[src/rtl/core/assert_macros.svh]
// Assertion macros shared by the PFC current loop RTL.
`ifndef ASSERT_MACROS_SVH
`define ASSERT_MACROS_SVH

// Check that prop holds in the same cycle as cond.
`define ASSERT_IMP(label, cond, prop) \
  label: assert property (@(posedge clk) disable iff (rst) (cond) |-> (prop)) \
    else $error("pfc current loop check failed");

// Check that prop holds in the cycle after cond.
`define ASSERT_NXT(label, cond, prop) \
  label: assert property (@(posedge clk) disable iff (rst) (cond) |=> (prop)) \
    else $error("pfc current loop check failed");

`endif

[src/rtl/core/pcpl_pkg.sv]
// Types, constants and microprogram ROM of the PFC current PID loop.
`timescale 1ns / 1ps
`default_nettype none

package pcpl_pkg;

  // Duty clamp and datapath widths
  localparam int unsigned DUTY_MAX = 2000;
  localparam int STEP_W = 5;
  localparam int A_W    = 33;
  localparam int B_W    = 24;
  localparam int P_W    = A_W + B_W;
  localparam int ACC_W  = 48;

  localparam logic [ACC_W-1:0] DUTY_LIMIT = ACC_W'(DUTY_MAX) << 16;
  localparam logic [10:0]      DUTY_CLAMP = 11'(DUTY_MAX);

  // Scale factors, divisors and reciprocals (floor of 2^k / divisor)
  localparam logic [B_W-1:0] K_VSCALE = 24'd96000;
  localparam logic [B_W-1:0] K_ISCALE = 24'd320000;
  localparam logic [B_W-1:0] DIV_V    = 24'd1023;
  localparam logic [B_W-1:0] DIV_I    = 24'd33759;
  localparam logic [B_W-1:0] RECIP_V  = 24'd4198404;  // 2^32 / 1023
  localparam logic [B_W-1:0] RECIP_I  = 24'd127224;   // 2^32 / 33759
  localparam logic [B_W-1:0] RECIP_R  = 24'd671088;   // 2^24 / 25
  localparam logic [16:0]    DIV_R    = 17'd25;
  localparam logic [26:0]    RND_V    = 27'd511;
  localparam logic [28:0]    RND_I    = 29'd16879;

  // Register map
  typedef enum logic [1:0] {
    REG_PROP  = 2'd0,
    REG_INTEG = 2'd1,
    REG_DERIV = 2'd2
  } reg_idx_t;

  // Multiplier operand A source
  typedef enum logic [3:0] {
    A_NONE, A_AV, A_AI, A_M1, A_M2, A_QV, A_QI, A_Y, A_ERR, A_DIFF, A_SUM
  } a_sel_t;

  // Multiplier operand B source
  typedef enum logic [3:0] {
    B_VSCALE, B_ISCALE, B_RECV, B_RECI, B_DIVV, B_DIVI, B_RECR, B_KP, B_KI, B_KD
  } b_sel_t;

  // Writeback of the previous step's product or of other datapath results
  typedef enum logic [3:0] {
    W_NONE, W_M1, W_M2, W_QV, W_QI, W_FIXV, W_FIXI, W_QR, W_FIXR,
    W_ERR, W_STATE, W_ACC_LOAD, W_ACC_ADD, W_DUTY
  } wb_t;

  // Jump condition
  typedef enum logic [1:0] {
    J_NEVER, J_ALWAYS, J_NO_INPUT, J_OUT_BUSY
  } cond_t;

  typedef struct packed {
    logic              take;
    a_sel_t            a_sel;
    b_sel_t            b_sel;
    wb_t               wb;
    cond_t             cond;
    logic [STEP_W-1:0] addr;
  } ucode_t;

  localparam logic [STEP_W-1:0] UC_IDLE = 5'd0;
  localparam logic [STEP_W-1:0] UC_DUTY = 5'd16;

  // Fold a raw sample: |1023 - 2*s|
  function automatic logic [9:0] fold_sample(input logic [9:0] s);
    logic [10:0] twice;
    twice = {s, 1'b0};
    if (s[9]) begin
      fold_sample = 10'(twice - 11'd1023);
    end else begin
      fold_sample = 10'(11'd1023 - twice);
    end
  endfunction

  // Microprogram: one control word per step
  function automatic ucode_t ucode_rom(input logic [STEP_W-1:0] step);
    ucode_t w;
    w.take  = 1'b0;
    w.a_sel = A_NONE;
    w.b_sel = B_KP;
    w.wb    = W_NONE;
    w.cond  = J_NEVER;
    w.addr  = UC_IDLE;
    unique case (step)
      5'd0: begin
        w.take = 1'b1; w.cond = J_NO_INPUT; w.addr = UC_IDLE;
      end
      5'd1: begin
        w.a_sel = A_AV; w.b_sel = B_VSCALE;
      end
      5'd2: begin
        w.a_sel = A_AI; w.b_sel = B_ISCALE; w.wb = W_M1;
      end
      5'd3: begin
        w.a_sel = A_M1; w.b_sel = B_RECV; w.wb = W_M2;
      end
      5'd4: begin
        w.a_sel = A_M2; w.b_sel = B_RECI; w.wb = W_QV;
      end
      5'd5: begin
        w.a_sel = A_QV; w.b_sel = B_DIVV; w.wb = W_QI;
      end
      5'd6: begin
        w.a_sel = A_QI; w.b_sel = B_DIVI; w.wb = W_FIXV;
      end
      5'd7: begin
        w.wb = W_FIXI;
      end
      5'd8: begin
        w.a_sel = A_Y; w.b_sel = B_RECR;
      end
      5'd9: begin
        w.wb = W_QR;
      end
      5'd10: begin
        w.wb = W_FIXR;
      end
      5'd11: begin
        w.wb = W_ERR;
      end
      5'd12: begin
        w.a_sel = A_ERR; w.b_sel = B_KP; w.wb = W_STATE;
      end
      5'd13: begin
        w.a_sel = A_DIFF; w.b_sel = B_KD; w.wb = W_ACC_LOAD;
      end
      5'd14: begin
        w.a_sel = A_SUM; w.b_sel = B_KI; w.wb = W_ACC_ADD;
      end
      5'd15: begin
        w.wb = W_ACC_ADD;
      end
      5'd16: begin
        w.wb = W_DUTY; w.cond = J_OUT_BUSY; w.addr = UC_DUTY;
      end
      default: begin
        w.cond = J_ALWAYS; w.addr = UC_IDLE;
      end
    endcase
    ucode_rom = w;
  endfunction

endpackage

`default_nettype wire

[src/rtl/core/pfc_current_pid_loop.sv]
// PFC current PID loop: microcoded sequencer around one shared 33x24 multiplier.
// m_tvalid rises when the duty step loads the output register.
// Input is taken only at the idle step, after the previous item has run its course.
// A result held in the output register stalls the sequencer only at its duty step.
// Reset clears the gains, last error, error sum, step counter and output valid.
`timescale 1ns / 1ps
`default_nettype none
`include "assert_macros.svh"

module pfc_current_pid_loop
  import pcpl_pkg::*;
(
  input  wire logic        clk,
  input  wire logic        rst,
  // configuration port
  input  wire logic        psel,
  input  wire logic        penable,
  input  wire logic        pwrite,
  input  wire logic [3:0]  paddr,
  input  wire logic [31:0] pwdata,
  output logic [31:0]      prdata,
  output logic             pready,
  // input stream
  input  wire logic        s_tvalid,
  output logic             s_tready,
  input  wire logic [23:0] s_tdata,   // voltage_sample[9:0], current_sample[19:10]
  // output stream
  output logic             m_tvalid,
  input  wire logic        m_tready,
  output logic [47:0]      m_tdata    // duty_count[10:0], bus_voltage[27:11],
                                      // phase_current[41:28]
);

  // Gains and loop state
  logic signed [15:0] prop_gain;
  logic signed [15:0] integ_gain;
  logic signed [15:0] deriv_gain;
  logic signed [15:0] last_error;
  logic signed [31:0] error_sum;

  // Sequencer
  logic [STEP_W-1:0] step;
  logic [STEP_W-1:0] step_next;
  ucode_t            uc;
  logic              taken;

  // Datapath registers
  logic [9:0]              av;
  logic [9:0]              ai;
  logic [26:0]             m1;
  logic [28:0]             m2;
  logic [16:0]             qv;
  logic [13:0]             qi;
  logic [16:0]             y;
  logic [12:0]             qr;
  logic signed [15:0]      err;
  logic signed [16:0]      diff;
  logic signed [ACC_W-1:0] acc;
  logic signed [P_W-1:0]   prod;

  // Multiplier
  logic signed [A_W-1:0] mul_a;
  logic signed [B_W-1:0] mul_b;
  logic signed [P_W-1:0] mul_p;

  // Output register
  logic [10:0] out_duty;
  logic [16:0] out_volts;
  logic [13:0] out_amps;
  logic        out_busy;
  logic        out_load;

  // Writeback helpers
  logic [27:0]        r_v;
  logic [29:0]        r_i;
  logic [16:0]        r_r;
  logic [19:0]        y_calc;
  logic signed [15:0] err_calc;
  logic signed [16:0] diff_calc;
  logic signed [32:0] sum_wide;
  logic signed [31:0] sum_sat;
  logic [10:0]        duty_calc;
  logic               cfg_wr;

  // Configuration port
  assign pready = 1'b1;
  assign cfg_wr = psel && penable && pwrite && pready;

  always_comb begin
    unique case (paddr[3:2])
      REG_PROP:  prdata = 32'(prop_gain);
      REG_INTEG: prdata = 32'(integ_gain);
      REG_DERIV: prdata = 32'(deriv_gain);
      default:   prdata = 32'd0;
    endcase
  end

  // Fetch the control word and pick the next step; hold off input during reset
  assign uc       = ucode_rom(step);
  assign out_busy = m_tvalid && !m_tready;
  assign s_tready = uc.take && !rst;

  always_comb begin
    unique case (uc.cond)
      J_NEVER:    taken = 1'b0;
      J_ALWAYS:   taken = 1'b1;
      J_NO_INPUT: taken = !s_tvalid;
      J_OUT_BUSY: taken = out_busy;
    endcase
    step_next = taken ? uc.addr : step + 1'b1;
  end

  // Operand selection
  always_comb begin
    case (uc.a_sel)
      A_AV:    mul_a = A_W'(av);
      A_AI:    mul_a = A_W'(ai);
      A_M1:    mul_a = A_W'(m1);
      A_M2:    mul_a = A_W'(m2);
      A_QV:    mul_a = A_W'(qv);
      A_QI:    mul_a = A_W'(qi);
      A_Y:     mul_a = A_W'(y);
      A_ERR:   mul_a = A_W'(err);
      A_DIFF:  mul_a = A_W'(diff);
      A_SUM:   mul_a = A_W'(error_sum);
      default: mul_a = '0;
    endcase
    case (uc.b_sel)
      B_VSCALE: mul_b = $signed(K_VSCALE);
      B_ISCALE: mul_b = $signed(K_ISCALE);
      B_RECV:   mul_b = $signed(RECIP_V);
      B_RECI:   mul_b = $signed(RECIP_I);
      B_DIVV:   mul_b = $signed(DIV_V);
      B_DIVI:   mul_b = $signed(DIV_I);
      B_RECR:   mul_b = $signed(RECIP_R);
      B_KP:     mul_b = B_W'(prop_gain);
      B_KI:     mul_b = B_W'(integ_gain);
      B_KD:     mul_b = B_W'(deriv_gain);
      default:  mul_b = '0;
    endcase
  end

  assign mul_p = P_W'(mul_a) * P_W'(mul_b);

  // Quotient corrections, reference, error, sum and duty clamp arithmetic
  always_comb begin
    r_v       = 28'(m1) - prod[27:0];
    r_i       = 30'(m2) - prod[29:0];
    r_r       = y - 17'(17'(qr) * DIV_R);
    y_calc    = 20'(qv) * 20'd9 + 20'd100;
    err_calc  = $signed({3'b000, qr}) - $signed({2'b00, qi});
    diff_calc = 17'(err) - 17'(last_error);
    sum_wide  = 33'(error_sum) + 33'(err);
    if (sum_wide[32] != sum_wide[31]) begin
      sum_sat = sum_wide[32] ? 32'sh8000_0000 : 32'sh7fff_ffff;
    end else begin
      sum_sat = sum_wide[31:0];
    end
    if (acc >= $signed(DUTY_LIMIT)) begin
      duty_calc = DUTY_CLAMP;
    end else if (acc <= 0) begin
      duty_calc = 11'd0;
    end else begin
      duty_calc = acc[26:16];
    end
  end

  assign out_load = (uc.wb == W_DUTY) && !out_busy;

  // Datapath registers and writeback
  always_ff @(posedge clk) begin
    if (uc.take && s_tvalid) begin
      av <= fold_sample(s_tdata[9:0]);
      ai <= fold_sample(s_tdata[19:10]);
    end
    if (uc.a_sel != A_NONE) begin
      prod <= mul_p;
    end
    case (uc.wb)
      W_M1:       m1 <= prod[26:0] + RND_V;
      W_M2:       m2 <= prod[28:0] + RND_I;
      W_QV:       qv <= prod[48:32];
      W_QI:       qi <= prod[45:32];
      W_FIXV: begin
        if (r_v >= 28'(DIV_V)) qv <= qv + 1'b1;
      end
      W_FIXI: begin
        if (r_i >= 30'(DIV_I)) qi <= qi + 1'b1;
        y <= y_calc[19:3];
      end
      W_QR:       qr <= prod[36:24];
      W_FIXR: begin
        if (r_r >= DIV_R) qr <= qr + 1'b1;
      end
      W_ERR:      err <= err_calc;
      W_STATE:    diff <= diff_calc;
      W_ACC_LOAD: acc <= prod[ACC_W-1:0];
      W_ACC_ADD:  acc <= acc + prod[ACC_W-1:0];
      default: ;
    endcase
    if (out_load) begin
      out_duty  <= duty_calc;
      out_volts <= qv;
      out_amps  <= qi;
    end
  end

  // Control state, gains and loop state
  always_ff @(posedge clk) begin
    if (rst) begin
      step       <= UC_IDLE;
      m_tvalid   <= 1'b0;
      prop_gain  <= '0;
      integ_gain <= '0;
      deriv_gain <= '0;
      last_error <= '0;
      error_sum  <= '0;
    end else begin
      step <= step_next;
      if (out_load) begin
        m_tvalid <= 1'b1;
      end else if (m_tready) begin
        m_tvalid <= 1'b0;
      end
      if (uc.wb == W_STATE) begin
        last_error <= err;
        error_sum  <= sum_sat;
      end
      if (cfg_wr) begin
        case (paddr[3:2])
          REG_PROP:  prop_gain  <= pwdata[15:0];
          REG_INTEG: integ_gain <= pwdata[15:0];
          REG_DERIV: deriv_gain <= pwdata[15:0];
          default: ;
        endcase
      end
    end
  end

  assign m_tdata = {6'b000000, out_amps, out_volts, out_duty};

  // Sequencer and datapath checks
  `ASSERT_NXT(a_accept_starts, s_tvalid && s_tready, step == 5'd1)
  `ASSERT_IMP(a_valid_from_duty, $rose(m_tvalid), $past(uc.wb) == W_DUTY)
  `ASSERT_IMP(a_fixv_range, uc.wb == W_FIXV, r_v < 28'(DIV_V) * 28'd2)
  `ASSERT_IMP(a_duty_bound, m_tvalid, out_duty <= DUTY_CLAMP)

endmodule

`default_nettype wire

[config.mk]
export PLATFORM = sky130hd
export DESIGN_NAME = pfc_current_pid_loop
export DESIGN_NICKNAME = d
export VERILOG_FILES = /design/src/rtl/core/pcpl_pkg.sv /design/src/rtl/core/pfc_current_pid_loop.sv
export VERILOG_INCLUDE_DIRS = /design/src /design/src/rtl/core
export SDC_FILE = /design/constraint.sdc
export NUM_CORES = 2
export LEC_CHECK = 0
export BUFFER_PORTS_ARGS = -buffer_cell sky130_fd_sc_hd__buf_2
export CELL_PAD_IN_SITES_DETAIL_PLACEMENT = 2
export CELL_PAD_IN_SITES_GLOBAL_PLACEMENT = 2
export CORE_UTILIZATION = 35
export DETAILED_ROUTE_END_ITERATION = 8
export PLACE_DENSITY = 0.76
export SLEW_MARGIN = 20
export SYNTH_ARGS = -nofsm -noshare
export SYNTH_HDL_FRONTEND = slang
export SYNTH_SLANG_ARGS = --single-unit
[constraint.sdc]
create_clock -name clk -period 18.4 [get_ports clk]
set_input_delay 0.92 -clock clk [delete_from_list [all_inputs] [get_ports clk]]
set_output_delay 0.92 -clock clk [all_outputs]
set_load 0.01 [all_outputs]
==> out/metrics.cfg <==
[placement]
portBuffers = 120
finalWeightedCongestion = 0.913
placed_cells = 8129
dp_hpwl_mm = 169
dpl-instance-area_sq_mm = 0.0573

[yosys]
ys_seq_elements = 406
syn_area_per_cell_sq_um = 8.88
ys_seq_area_share_pct = 20.6
yosys.area.top_type = fa_1
netlist_instances = 6105
yosysTopAreaCellShare_pct = 27.2
yosys-top-cells-area = fa_1 27%, edfxtp_1 17%, ha_1 9.4%
synth_edf_count = 305
ys.flop_type = edfxtp_1
async_flop_share_pct = 0
ys_warn_count = 0
synth_cell_types = 95
netlist_area_sq_mm = 0.0542

[drt]
post-route-drc-count = 0
viasPerCell = 5.53
wl_per_cell_um = 25.9
num_vias = 45500
drt-total-wl_mm = 214
drtIter0Drc = 2577
drt_first_pass_iters = 6
antenna_left = 0

[global_route]
track_usage_pct = 27.4
grt_pass1_wl_mm = 324
grt_antenna_before_repair = 9
grt_pass1_vias = 51606
grt-ovfl-total = 0
grt_max_degree = 96

[worst_setup_path]
critPathMaxFanout = 13
timing.critical_path.to = prod[48]$_DFFE_PP_
critPathTopFamily = adder cells
slowest_stage = and4_1
cp_common_cell = fa_1
slowest_delay_ps = 860
cp_num_buf_inv = 3
arrival_ps = 13080
critical_path_required_ps = 18730
ff2ff_setup_slack_ps = 5650
critical_path_class = reg2reg
cp-start-kind = flip-flop
end_kind = flip-flop
rr_worst_depth = 31
startpoint = step[0]$_SDFF_PP0_
r2r-start = step[0]$_SDFF_PP0_
reg2reg_to = prod[48]$_DFFE_PP_
cp_num_cells = 31

[layout]
final_util_pct = 38.4
layout.cells.most_common = inv_1
area_delta_synth_final_pct = 9.01
final_layout_size_suffix_gt1_share_pct = 6.32
final_cell_mix = 1039 x inv_1, 924 x nand2_1, 735 x fa_1, 417 x nor2_1, 407 x ha_1
design_area_sq_mm = 0.0591
finalNonFillerCells = 8232
layout.nets = 7350
fillers = 17180

[power_and_ir_drop]
peakVddDrop_mv = 0.0688
p_leak_nw = 25.8
p_clk_share_pct = 25.6
power_frac_seq_pct = 28.8
switchingPower_w = 0.00186
p_per_area_mw_per_mm2 = 71.3
swShare_pct = 44.1
internal_power_w = 0.00235
combPwrFrac_pct = 45.6

[clock_network]
cts.sink_count = 406
max-clock-path-buffers = 3
ctsHoldBuffers = 0
root_buffer = clkbuf_16
insertion_delay_ps = 680
cts_tree = built
htreeDepth = 2
cts_buffers = 53
cts.clk_slew.worst_paths_ps = 60
cts_resized = 0
cts_setup_buffers = 0

[sta]
fin_crit_sh_pct = 69.3
fmax_ghz = 0.0784
finClkSkew_ps = 60.6
rsz0062_at_grt = false
fin_crit_ps = 12750
final_max_slew_viol_count = 0
max_slew_margin_pct = 22.8
setup_viol_count_final = 0
setup_tns_ps = 0
worst_pin_slew_ps = 1160
hold_viol = 0

[floorplan]
die_w_um = 395
dieArea_sq_mm = 0.156
rows = 144
start_util_pct = 35.2
die_h_um = 395
core_sq_mm = 0.154
io_pins = 150

[outcome]
status = finished, final reports clean

[flow_run]
maxCapViolCount = 0

[min_path]
hold_class = reg2reg

## power groups by stage
| stage | registers, W | logic (W) | clock network (W) |
|---|---|---|---|
| 6_report | 0.00121 | 0.00192 | 0.00108 |
| 5_1_grt | 0.00121 | 0.00208 | 0.00112 |
| 4_1_cts | 0.00121 | 0.00191 | 0.00110 |
| 3_5_place_dp | 0.00123 | 0.00189 | 0 |
| 3_3_place_gp | 0.00122 | 0.00181 | 0 |
| 2_1_floorplan | 0.00116 | 0.00121 | 0 |
## sequential cells by signal, summed over array words and instances, names as in the netlist, 17 cells and up
| name | cells |
|---|---|
| error_sum | 32 |
| prod | 49 |
| qv | 17 |
| m1 | 27 |
| y | 17 |
| out_volts | 17 |
| m2 | 29 |
| acc | 48 |
## metal layers
layer / track usage, % / vias up / share of wire [%]
met5: 0 / - / 0.028
met1: 33.8 / 24047 / 41
li1: - / 19948 / -
met4: 12.2 / 10 / 5.0
met2: 47.6 / 1092 / 49
met3: 3.27 / 403 / 4.7
## worst reg2reg max path: cells and delay by family, from the launching register on
| kind | cells | cell delay [ps] |
|---|---|---|
| flops | 1 | 400 |
| simple gates | 8 | 2800 |
| compound gates | 10 | 3640 |
| buf+inv | 3 | 220 |
| fa+ha+maj | 9 | 4650 |
| xor+xnor | 1 | 660 |
## kinds of logic after synthesis
group           Yosys count  share of synthesized area, %
compound gates          996                          11.8
xor+xnor                295                          4.79
other cells               2                        0.0139
flops                   406                          20.6
simple gates           1874                          15.3
mux                      54                          1.02
fa+ha+maj              1172                          37.1
buf+inv                1306                          9.31
## cell usage after synthesis, types with 15 or more instances
master,count
buf_2,23
or3_1,20
a221oi_1,19
fa_1,735
mux2i_1,45
a21boi_0,18
o21bai_1,20
nand2_1,925
a211oi_1,57
clkbuf_1,196
nand4_1,42
o31ai_1,21
edfxtp_1,305
ha_1,407
nor3_1,67
a31oi_1,20
dfxtp_1,101
maj3_1,30
nand2b_1,45
a211o_1,16
xnor2_1,208
and3_1,30
a21o_1,70
o21a_1,38
a221o_1,22
and2_1,68
xor2_1,86
nor4_1,35
buf_1,15
o21ai_0,239
nand3_1,100
nor2b_1,49
buf_4,30
inv_1,1040
a21oi_1,302
nor2_1,418
## per-stage QoR
step | total power [W] | hold WS [ps] | setup WS [ps]
4_1_cts | 0.00422 | 458 | 5990
5_1_grt | 0.00442 | 485 | 5350
2_1_floorplan | 0.00236 | 426 | 9340
3_3_place_gp | 0.00303 | 442 | 6460
3_5_place_dp | 0.00312 | 450 | 6130
6_report | 0.00421 | 456 | 5650
## worst min-delay path by stage
| stage | from | end | cells past startpoint |
|---|---|---|---|
| after floorplan | qi[9]$_DFFE_PP_ | out_amps[9]$_DFFE_PP_ | 0 |
| after global placement | last_error[13]$_SDFFE_PP0N_ | last_error[13]$_SDFFE_PP0N_ | 2 |
| after detailed placement | last_error[8]$_SDFFE_PP0N_ | last_error[8]$_SDFFE_PP0N_ | 2 |
| after CTS | last_error[8]$_SDFFE_PP0N_ | last_error[8]$_SDFFE_PP0N_ | 2 |
| after global routing | last_error[4]$_SDFFE_PP0N_ | last_error[4]$_SDFFE_PP0N_ | 2 |
| final | last_error[2]$_SDFFE_PP0N_ | last_error[2]$_SDFFE_PP0N_ | 2 |
## cell type report
class                      count  area [sq um]  area share [%]
tap                         2044          2560            4.33
sequential                   406         11200            18.9
timing repair buffer         241          1510            2.56
antenna                        5          12.5          0.0212
clock inverter                34           328           0.555
multi-input combinational   4398         38200            64.6
clock buffer                  63          1420            2.40
inverter                    1041          3910            6.61
No activity file was read; power rests on OpenSTA's default activity.
